## src/ped_pkg.sv

```systemverilog
`timescale 1ns / 1ps
package ped_pkg;

  // escape introducer
  localparam logic [7:0] PCT_CHAR = 8'h25;

  // largest number of result bytes that one input byte can release
  localparam int MAX_OUT = 3;

  typedef enum logic [1:0] {
    PH_IDLE      = 2'd0,
    PH_AFTER_PCT = 2'd1,
    PH_AFTER_HI  = 2'd2
  } phase_t;

  typedef struct packed {
    logic [7:0] in_byte;
    logic       in_last;
  } item_t;

  typedef struct packed {
    logic [7:0] out_byte;
    logic       out_last;
  } result_t;

  // one decoded request: 1 to 3 bytes, last flag applies to the final one
  typedef struct packed {
    logic [1:0]               cnt;
    logic [MAX_OUT-1:0][7:0]  bytes;
    logic                     last;
  } entry_t;

  // hex digit check: {valid, value}; letters map to 10..15 through the low nibble
  function automatic logic [4:0] hex_of(input logic [7:0] b);
    logic [4:0] r;
    r = 5'd0;
    if (b inside {[8'h30:8'h39]}) begin
      r = {1'b1, b[3:0]};
    end else if (b inside {[8'h61:8'h66], [8'h41:8'h46]}) begin
      r = {1'b1, b[3:0] + 4'd9};
    end
    return r;
  endfunction

endpackage

```

## src/ped_front.sv

```systemverilog
`timescale 1ns / 1ps
module ped_front import ped_pkg::*; (
  input  logic   clk,
  input  logic   rst,
  input  logic   accept,
  input  item_t  item,
  output logic   enq,
  output entry_t entry
);

  phase_t     phase, phase_next;
  logic [7:0] held_digit, held_digit_next;

  // classify the byte against the escape phase
  always_comb begin
    logic [4:0] lo;
    logic [4:0] hi;
    logic [1:0] n;
    logic       tail;
    logic [7:0] b;
    b               = item.in_byte;
    lo              = hex_of(b);
    hi              = hex_of(held_digit);
    phase_next      = PH_IDLE;
    held_digit_next = held_digit;
    n               = 2'd0;
    tail            = 1'b1;
    entry.bytes     = '0;
    entry.last      = item.in_last;
    case (phase)
      PH_AFTER_PCT: begin
        if (lo[4] && !item.in_last) begin
          held_digit_next = b;
          phase_next      = PH_AFTER_HI;
          tail            = 1'b0;
        end else begin
          entry.bytes[0] = PCT_CHAR;
          n              = 2'd1;
        end
      end
      PH_AFTER_HI: begin
        if (lo[4]) begin
          entry.bytes[0] = {hi[3:0], lo[3:0]};
          n              = 2'd1;
          tail           = 1'b0;
        end else begin
          entry.bytes[0] = PCT_CHAR;
          entry.bytes[1] = held_digit;
          n              = 2'd2;
        end
      end
      default: begin
        n = 2'd0;
      end
    endcase
    // remaining byte handled as from idle
    if (tail) begin
      if (b == PCT_CHAR && !item.in_last) begin
        phase_next = PH_AFTER_PCT;
      end else begin
        case (n)
          2'd0:    entry.bytes[0] = b;
          2'd1:    entry.bytes[1] = b;
          default: entry.bytes[2] = b;
        endcase
        n = n + 2'd1;
      end
    end
    entry.cnt = n;
    enq       = accept && (n != 2'd0);
  end

  // escape state
  always_ff @(posedge clk) begin
    if (rst) begin
      phase <= PH_IDLE;
    end else if (accept) begin
      phase <= phase_next;
    end
  end

  always_ff @(posedge clk) begin
    if (accept) begin
      held_digit <= held_digit_next;
    end
  end

endmodule

```

## src/ped_queue.sv

```systemverilog
`timescale 1ns / 1ps
module ped_queue import ped_pkg::*; #(
  parameter int DEPTH = 4
) (
  input  logic   clk,
  input  logic   rst,
  input  logic   enq,
  input  entry_t wr_entry,
  input  logic   deq,
  output logic   full,
  output logic   has_head,
  output entry_t head
);

  localparam int PTR_W = (DEPTH > 1) ? $clog2(DEPTH) : 1;
  localparam int CNT_W = $clog2(DEPTH + 1);

  entry_t             slots [DEPTH];
  logic [PTR_W-1:0]   wr_ptr;
  logic [PTR_W-1:0]   rd_ptr;
  logic [CNT_W-1:0]   count;

  assign full     = (count == CNT_W'(DEPTH));
  assign has_head = (count != '0);
  assign head     = slots[rd_ptr];

  // storage
  always_ff @(posedge clk) begin
    if (enq) begin
      slots[wr_ptr] <= wr_entry;
    end
  end

  // pointers and fill count
  always_ff @(posedge clk) begin
    if (rst) begin
      wr_ptr <= '0;
      rd_ptr <= '0;
      count  <= '0;
    end else begin
      if (enq) begin
        wr_ptr <= (wr_ptr == PTR_W'(DEPTH - 1)) ? '0 : wr_ptr + 1'b1;
      end
      if (deq) begin
        rd_ptr <= (rd_ptr == PTR_W'(DEPTH - 1)) ? '0 : rd_ptr + 1'b1;
      end
      if (enq && !deq) begin
        count <= count + 1'b1;
      end else if (deq && !enq) begin
        count <= count - 1'b1;
      end
    end
  end

endmodule

```

## src/ped_back.sv

```systemverilog
`timescale 1ns / 1ps
module ped_back import ped_pkg::*; (
  input  logic    clk,
  input  logic    rst,
  input  logic    has_head,
  input  entry_t  head,
  input  logic    pop,
  output logic    deq,
  output logic    empty,
  output result_t result
);

  logic [1:0] idx;
  logic       final_byte;

  assign empty      = !has_head;
  assign final_byte = (idx == head.cnt - 2'd1);
  assign deq        = pop && has_head && final_byte;

  // pick the byte of the head request
  always_comb begin
    case (idx)
      2'd0:    result.out_byte = head.bytes[0];
      2'd1:    result.out_byte = head.bytes[1];
      default: result.out_byte = head.bytes[2];
    endcase
    result.out_last = head.last && final_byte;
  end

  // walk through the bytes of one request
  always_ff @(posedge clk) begin
    if (rst) begin
      idx <= 2'd0;
    end else if (pop && has_head) begin
      idx <= final_byte ? 2'd0 : idx + 2'd1;
    end
  end

endmodule

```

## src/percent_escape_decoder.sv

```systemverilog
`timescale 1ns / 1ps
// Streaming percent-escape decoder: push one byte of an escaped string per cycle
// (with a mark on the string's final byte) and pop decoded bytes. A '%' with two
// hex digits becomes one byte; a broken or cut escape comes out verbatim. Input is
// taken at one byte per cycle as long as the request queue (QUEUE_DEPTH entries)
// has room; each input that yields output makes one request. The output side
// delivers one byte per pop, so a request of two or three bytes (broken escapes)
// holds the queue head for one pop per byte; such a request always follows
// input bytes that gave no output, so a receiver that pops every cycle keeps up
// and full rises only while pop is held off. A result is registered in the
// request queue before it becomes visible at the output.
module percent_escape_decoder import ped_pkg::*; #(
  parameter int QUEUE_DEPTH = 4
) (
  input  logic    clk,
  input  logic    rst,
  input  logic    push,
  output logic    full,
  input  item_t   item,
  output logic    empty,
  input  logic    pop,
  output result_t result
);

  logic   accept;
  logic   enq;
  logic   deq;
  logic   has_head;
  entry_t wr_entry;
  entry_t head;

  assign accept = push && !full;

  // front: escape tracking and request build
  ped_front u_front (
    .clk    (clk),
    .rst    (rst),
    .accept (accept),
    .item   (item),
    .enq    (enq),
    .entry  (wr_entry)
  );

  // request queue between the two sides
  ped_queue #(
    .DEPTH (QUEUE_DEPTH)
  ) u_queue (
    .clk      (clk),
    .rst      (rst),
    .enq      (enq),
    .wr_entry (wr_entry),
    .deq      (deq),
    .full     (full),
    .has_head (has_head),
    .head     (head)
  );

  // back: byte-by-byte delivery
  ped_back u_back (
    .clk      (clk),
    .rst      (rst),
    .has_head (has_head),
    .head     (head),
    .pop      (pop),
    .deq      (deq),
    .empty    (empty),
    .result   (result)
  );

endmodule
```

## config.mk

```make
export PLATFORM = sky130hd
export DESIGN_NAME = percent_escape_decoder
export DESIGN_NICKNAME = d
export VERILOG_FILES = /design/src/ped_pkg.sv /design/src/ped_front.sv /design/src/ped_queue.sv /design/src/ped_back.sv /design/src/percent_escape_decoder.sv
export SDC_FILE = /design/constraint.sdc
export NUM_CORES = 1
export LEC_CHECK = 0
export BUFFER_PORTS_ARGS = -buffer_cell sky130_fd_sc_hd__buf_4
export CORE_ASPECT_RATIO = 0.7
export CORE_MARGIN = 2
export CORE_UTILIZATION = 55
export DETAILED_ROUTE_END_ITERATION = 6
export PLACE_DENSITY = 0.71
export SETUP_SLACK_MARGIN = 0.3
export SYNTH_ARGS = -nofsm -noshare
export SYNTH_HDL_FRONTEND = slang
export SYNTH_SLANG_ARGS = --single-unit
export TNS_END_PERCENT = 5
```

## constraint.sdc

```tcl
create_clock -name clk -period 6.1 [get_ports clk]
set_clock_uncertainty 0.2 [all_clocks]
set_input_delay 0.61 -clock clk [delete_from_list [all_inputs] [get_ports clk]]
set_output_delay 0.61 -clock clk [all_outputs]
set_load 0.1 [all_outputs]
```

### After elaboration in Yosys (flattened, before gate mapping)

Memories as Yosys holds them, arrays and structs flattened. A register that Yosys moved wholly into a read port is not among the register bits.
Cells that the tools add are included.

* flip-flop bits (word level): 19
* memory bits (writable): 108
* input bits: 13
* output and inout bits: 11
* word-level logic and storage cells: 102
* memories kept: 1

Memory list
* u_queue.slots: depth 4, bits a word 27, rd ports 1, clocked after memory_dff 1, write ports 1, RTL line ped_queue.sv:18 `entry_t slots [DEPTH];`

* $add $sub $neg: 9
* order comparisons: 12
* eq/ne operators: 9
* multiplexer cells: 36
* reductions and logical operators: 29

Operators by type and width (count)
* 24-bit 2-to-1 mux: 2
* 8-bit 2-to-1 mux: 6
* 8-bit by 7-bit greater-or-equal comparator with 1-bit output (second input constant): 4
* 8-bit by 7-bit less-or-equal comparator with 1-bit output (second input constant): 4
* 8-bit case mux with 2 select lines: 2
* 2-bit 2-to-1 mux: 12
* 8-bit by 6-bit greater-or-equal comparator with 1-bit output (second input constant): 2
* 8-bit by 6-bit less-or-equal comparator with 1-bit output (second input constant): 2
* 1-bit logical AND: 15
* 5-bit 2-to-1 mux: 2
* 2-bit by 1-bit adder with 2-bit output (second input constant): 4
* 4-bit adder (second input constant): 2
* 8-bit by 6-bit equality test with 1-bit output (second input constant): 1
* 4-bit 2-to-1 mux: 2
* 2-bit nonzero test: 4
* 2-bit by 1-bit equality test with 1-bit output (second input constant): 3
* 2-bit equality test (second input constant): 3
* 3-bit 2-to-1 mux: 2
* 6-bit 2-to-1 mux: 1
* 1-bit logical NOT: 5
* 1-bit 2-to-1 mux: 5
* 2-bit logical NOT: 2
* 2-bit case mux with 2 select lines: 1
* 3-bit by 1-bit adder with 3-bit output (second input constant): 1
* other kinds (8): 8

### Longest topological paths before layout

* depth in word-level cells: 17
* gate-level depth with buffers: 19
* mapped depth without buffers: 19

### Cells and area by module

Synthesis repeated with hierarchy kept, for this count alone.

* cells, all modules: 390
* area total of the unflattened synthesis: 6050.8 sq um

Modules (own cells, without submodules)
* ped_queue: instances 1, cells each 185, area each 4385.5 sq um
* ped_front: instances 1, cells each 157, area each 1346.3 sq um
* ped_back: instances 1, cells each 47, area each 305.3 sq um
* percent_escape_decoder: instances 1, cells each 1, area each 13.8 sq um

### Least setup slack after synthesis

Ideal clock, no wire load.

* path kind: reg2reg
* start: register u_queue.count[0]
* end: register u_queue.count[2]
* arrival: 4.134 ns
* data required time: 5.829 ns
* setup slack: 1.695 ns
* cell stages (with the launch flop): 10
* buffers on the path: 0
* period minus slack after synthesis: 4.405 ns
* cell sequence: dfxtp_1 > nor3_1 > nand2b_1 > nand2b_2 > ha_1 > inv_1 > fa_1 > xor2_1 > or3_1 > a21oi_1

* cells in the longest elaborated chain, start to end: 7
* elaborated cells on any way between the ends: 16
* those cells by class: add/sub (2); eq/ne (1); mux (2); reduce/logical (11)

Ends and longest elaborated chain
* start, declared: RTL line ped_queue.sv:21 `logic [CNT_W-1:0] count;`
* start signal, assigned: RTL line ped_queue.sv:48 `count <= count + 1'b1;`
* start signal, assigned: RTL line ped_queue.sv:50 `count <= count - 1'b1;`
* branches (longest 7 deep; another with 3-bit by 1-bit subtractor with 3-bit output)

Several ways; the timed one is not identified. The select of a mux whose other input is x is not followed.
A chain may end at the register's enable or synchronous reset.

### Worst setup path after layout

* start: input item[2] in the netlist's numbering
* end: register u_queue.count[2]

* cells in the longest elaborated chain, start to end: 16
* elaborated cells on any way between the ends: 31
* those cells by class: add/sub (1); order compare (6); eq/ne (1); mux (11); reduce/logical (12)

Ends and longest elaborated chain
* start, declared: RTL line percent_escape_decoder.sv:19 `input item_t item,`
* 8-bit by 7-bit greater-or-equal comparator with 1-bit output or 8-bit by 7-bit less-or-equal comparator with 1-bit output (tied branches): RTL line ped_pkg.sv:39 `end else if (b inside {[8'h61:8'h66], [8'h41:8'h46]}) begin`
* 1-bit logical AND: RTL line ped_pkg.sv:39
* 2-bit nonzero test: RTL line ped_pkg.sv:39
* 5-bit 2-to-1 mux: RTL line ped_pkg.sv:39
* 5-bit 2-to-1 mux: RTL line ped_pkg.sv:37 `if (b inside {[8'h30:8'h39]}) begin`
* 1-bit logical AND: RTL line ped_front.sv:32 `if (lo[4] && !item.in_last) begin`
* 1-bit 2-to-1 mux: RTL line ped_front.sv:32
* 2-bit case mux with 2 select lines: RTL line ped_front.sv:30 `case (phase)`
* 2-bit by 1-bit adder with 2-bit output: RTL line ped_front.sv:66 `n = n + 2'd1;`
* 2-bit 2-to-1 mux: RTL line ped_front.sv:58 `if (b == PCT_CHAR && !item.in_last) begin`
* 2-bit 2-to-1 mux (*): RTL line ped_front.sv:57 `if (tail) begin`
* 2-bit nonzero test (*): RTL line ped_front.sv:70 `enq = accept && (n != 2'd0);`
* 1-bit logical AND (*): RTL line ped_front.sv:70
* net enq: RTL line percent_escape_decoder.sv:26 `logic enq;`
* 1-bit logical NOT: RTL line ped_queue.sv:49 `end else if (deq && !enq) begin`
* 1-bit logical AND: RTL line ped_queue.sv:49
* 2-bit nonzero test (no line)

Mark *: on every way through the listed nets, which the timed path passes. The rest lies on a longest branch.

==> metrics.cfg <==
[run_status]
outcome=completed

[hold_path]
holdPathStages=1
hp-start=item[2]
hold_class=input pin to register
min_to=u_front.held_digit[1]

[timing]
fin_crit_sh_pct=69.4
tightest_slew_ps=1140
hold_violations=0
finalCriticalPeriod_ps=4230
setup_viol=0
holdWs_ps=245
max_slew_margin_pct=23.3
max_freq_mhz=236
rsz0062_at_grt=no
finalMaxSlewViolations=0
fin_setup_tns_ps=0

[yosys]
synth_warnings=0
synth-edff-count=116
yosysUniqueCellTypes=65
synthArstFlopShare_pct=0
synth_area_um2=5910
synth_top_area_share_pct=58.9
synth_seq_cells=129
syn_nets=407
synth_area_leaders=edfxtp_1, mux4_2, dfxtp_1, ha_1, a221o_1
yosys-top-cells-count=edfxtp_1, mux4_2, ha_1, inv_1
seq_area_frac_synth_pct=63.3
yosysTopAreaCell=edfxtp_1
syn_area_per_cell_um2=15.8
syn_inst=374
synthMostInstantiatedCell=edfxtp_1
synth-main-ff-cell=edfxtp_1

[worst_setup_path]
r2r_slack_ps=2120
setup.worst_path.class=input pin to register
critPathLaunchType=input pin
critPathMaxFanout=9
rr_worst_depth=17
end_kind=register
arrival_ps=4370
crit_required_ps=6240
r2r_end=u_queue.count[2]
r2r-start=u_front.phase[0]

[clock_tree]
htreeDepth=4
numCtsBuffers=17
root_buffer=clkbuf_16
hold_buffers=0
cts_sinks=129
clkTransAtPathRegs_ps=50
cts_tree=built
insertion_delay_ps=410
cts_resized=0
postCtsSetupBuffers=0
clock_path_buffers=2

[cells_and_area]
area_growth_syn_to_layout_pct=15.5
nets=440
num_antenna_cells=0
drive_gt1_share_pct=23.9
utilization_pct=65.7

[floorplan]
initial_core_util_pct=56.9
io_pins=24
core_area_um2=10400
design.die.area_um2=11600
die_w_um=128
rows=31
fp.dieH_um=90.8

[drt]
via_per_inst=6.17
drt-initial-drc-count=362
antenna_left=0
dr.pass1.iters=5
postRouteWirelength_mm=11.6
drc=0
vias=3398
wl_per_cell_um=21.1

[global_routing]
grt_max_degree=28
grt_pass1_wl_mm=18.4
grt_overflow=0
antenna_found_initial=0
first_global_vias=3201
grt_use_total_pct=21.8

[power_and_ir_drop]
power.density_nw_per_um2=434
leakage_nw=2.38
irDropWorstVdd_v=0.000273
power_mw=2.96

[placed_design]
gp_congestion=0.927
dp_hpwl_mm=7.42
port-buffer-count=23

[flow_run]
max-cap-violations=0

[routing by layer]
metal	share of wire (%)	up-vias	track usage [%]
li1	-	1543	-
met1	46	1696	33.0
met2	44	141	30.8
met3	8.0	18	6.22
met4	1.4	0	6.32
met5	0	-	0
[critical path, stage by stage]
cell and delay (ps):
buf_4 120, inv_1 60, ha_1 250, or3b_1 410, nand4_4 170, a21o_1 150
nand2_1 130, a21oi_1 240, inv_1 70, ha_1 270, a41oi_1 40, a41oi_1 220
o21ai_2 110, a21oi_4 220, ha_1 220, inv_1 60, fa_1 370, xor2_1 170
or3_1 310, a21oi_1 140
[state kept, by name (all words and copies together), names as in the netlist, named ones only]
| signal | count |
|---|---|
| u_queue.wr_ptr | 2 |
| u_queue.rd_ptr | 2 |
| u_front.phase | 2 |
| u_queue.count | 3 |
| u_back.idx | 2 |
| u_queue.slots | 108 |
| u_front.held_digit | 8 |
[final cells by class]
| type | instances | area [µm²] |
|---|---|---|
| flip-flops and latches | 129 | 3740 |
| fillers | 727 | 3560 |
| multi-input cells | 212 | 2030 |
| clock buffers | 17 | 425 |
| repair buffers | 28 | 210 |
| clock inverters | 14 | 188 |
| well taps | 132 | 165 |
| inverters | 19 | 71.3 |
[report_power, final]
group / switching (mW) / total (mW) / leakage (nW) / internal [mW]
logic: 0.532 / 0.792 / 0.921 / 0.260
clock network: 0.362 / 1.04 / 0.305 / 0.680
registers: 0.0665 / 1.13 / 1.15 / 1.06
total: 0.960 / 2.96 / 2.38 / 2.00
[worst max path at each step]
stage,startpoint,slack (ps),to,cells after the start
after detailed placement,item[2],1490,u_queue.count[2],20
after global routing,item[2],1600,u_queue.count[2],20
after floorplan,u_queue.count[0],1700,u_queue.count[2],9
after global placement,item[2],1620,u_queue.count[2],20
after CTS,item[2],1940,u_queue.count[2],20
final,item[2],1870,u_queue.count[2],20
[kinds of logic after synthesis]
logic type / share of synthesized area, %
AO/OA/AOI/OAI: 8.46
buffers and inverters: 2.43
adder cells (fa/ha/maj): 4.36
XOR/XNOR: 0.889
flip-flops: 63.3
AND/OR/NAND/NOR: 9.22
multiplexers: 11.3
[placed cells by master (no fill, tap or decap), drive strengths merged, types with 2 or more instances in the layout]
master   count
ha          19
and2         8
xnor2        4
dfxtp       13
a22oi        5
a2111oi      2
nor3b        3
or3          3
clkbuf      17
nand2       17
bufinv       4
buf         28
o21bai       2
a21o         4
a31oi        2
and2b        2
mux2i        4
a21oi       10
a41oi        2
o31ai        4
edfxtp     116
nand4        3
a22o         5
mux4        27
o21ai        4
clkinv       8
nor2b       13
inv         21
and3         7
nor2        18
nand2b       7
xor2         2
o21a         2
nor3         8
a221o        9
[through the flow]
stage	area [µm²]	worst slack [ps]	cells
after floorplan	5910	1700	374
after global placement	6220	1620	520
after detailed placement	6220	1490	520
after CTS	6830	1940	551
after global routing	6830	1600	551
final	6830	1870	551
(Power assumes the default switching activity.)
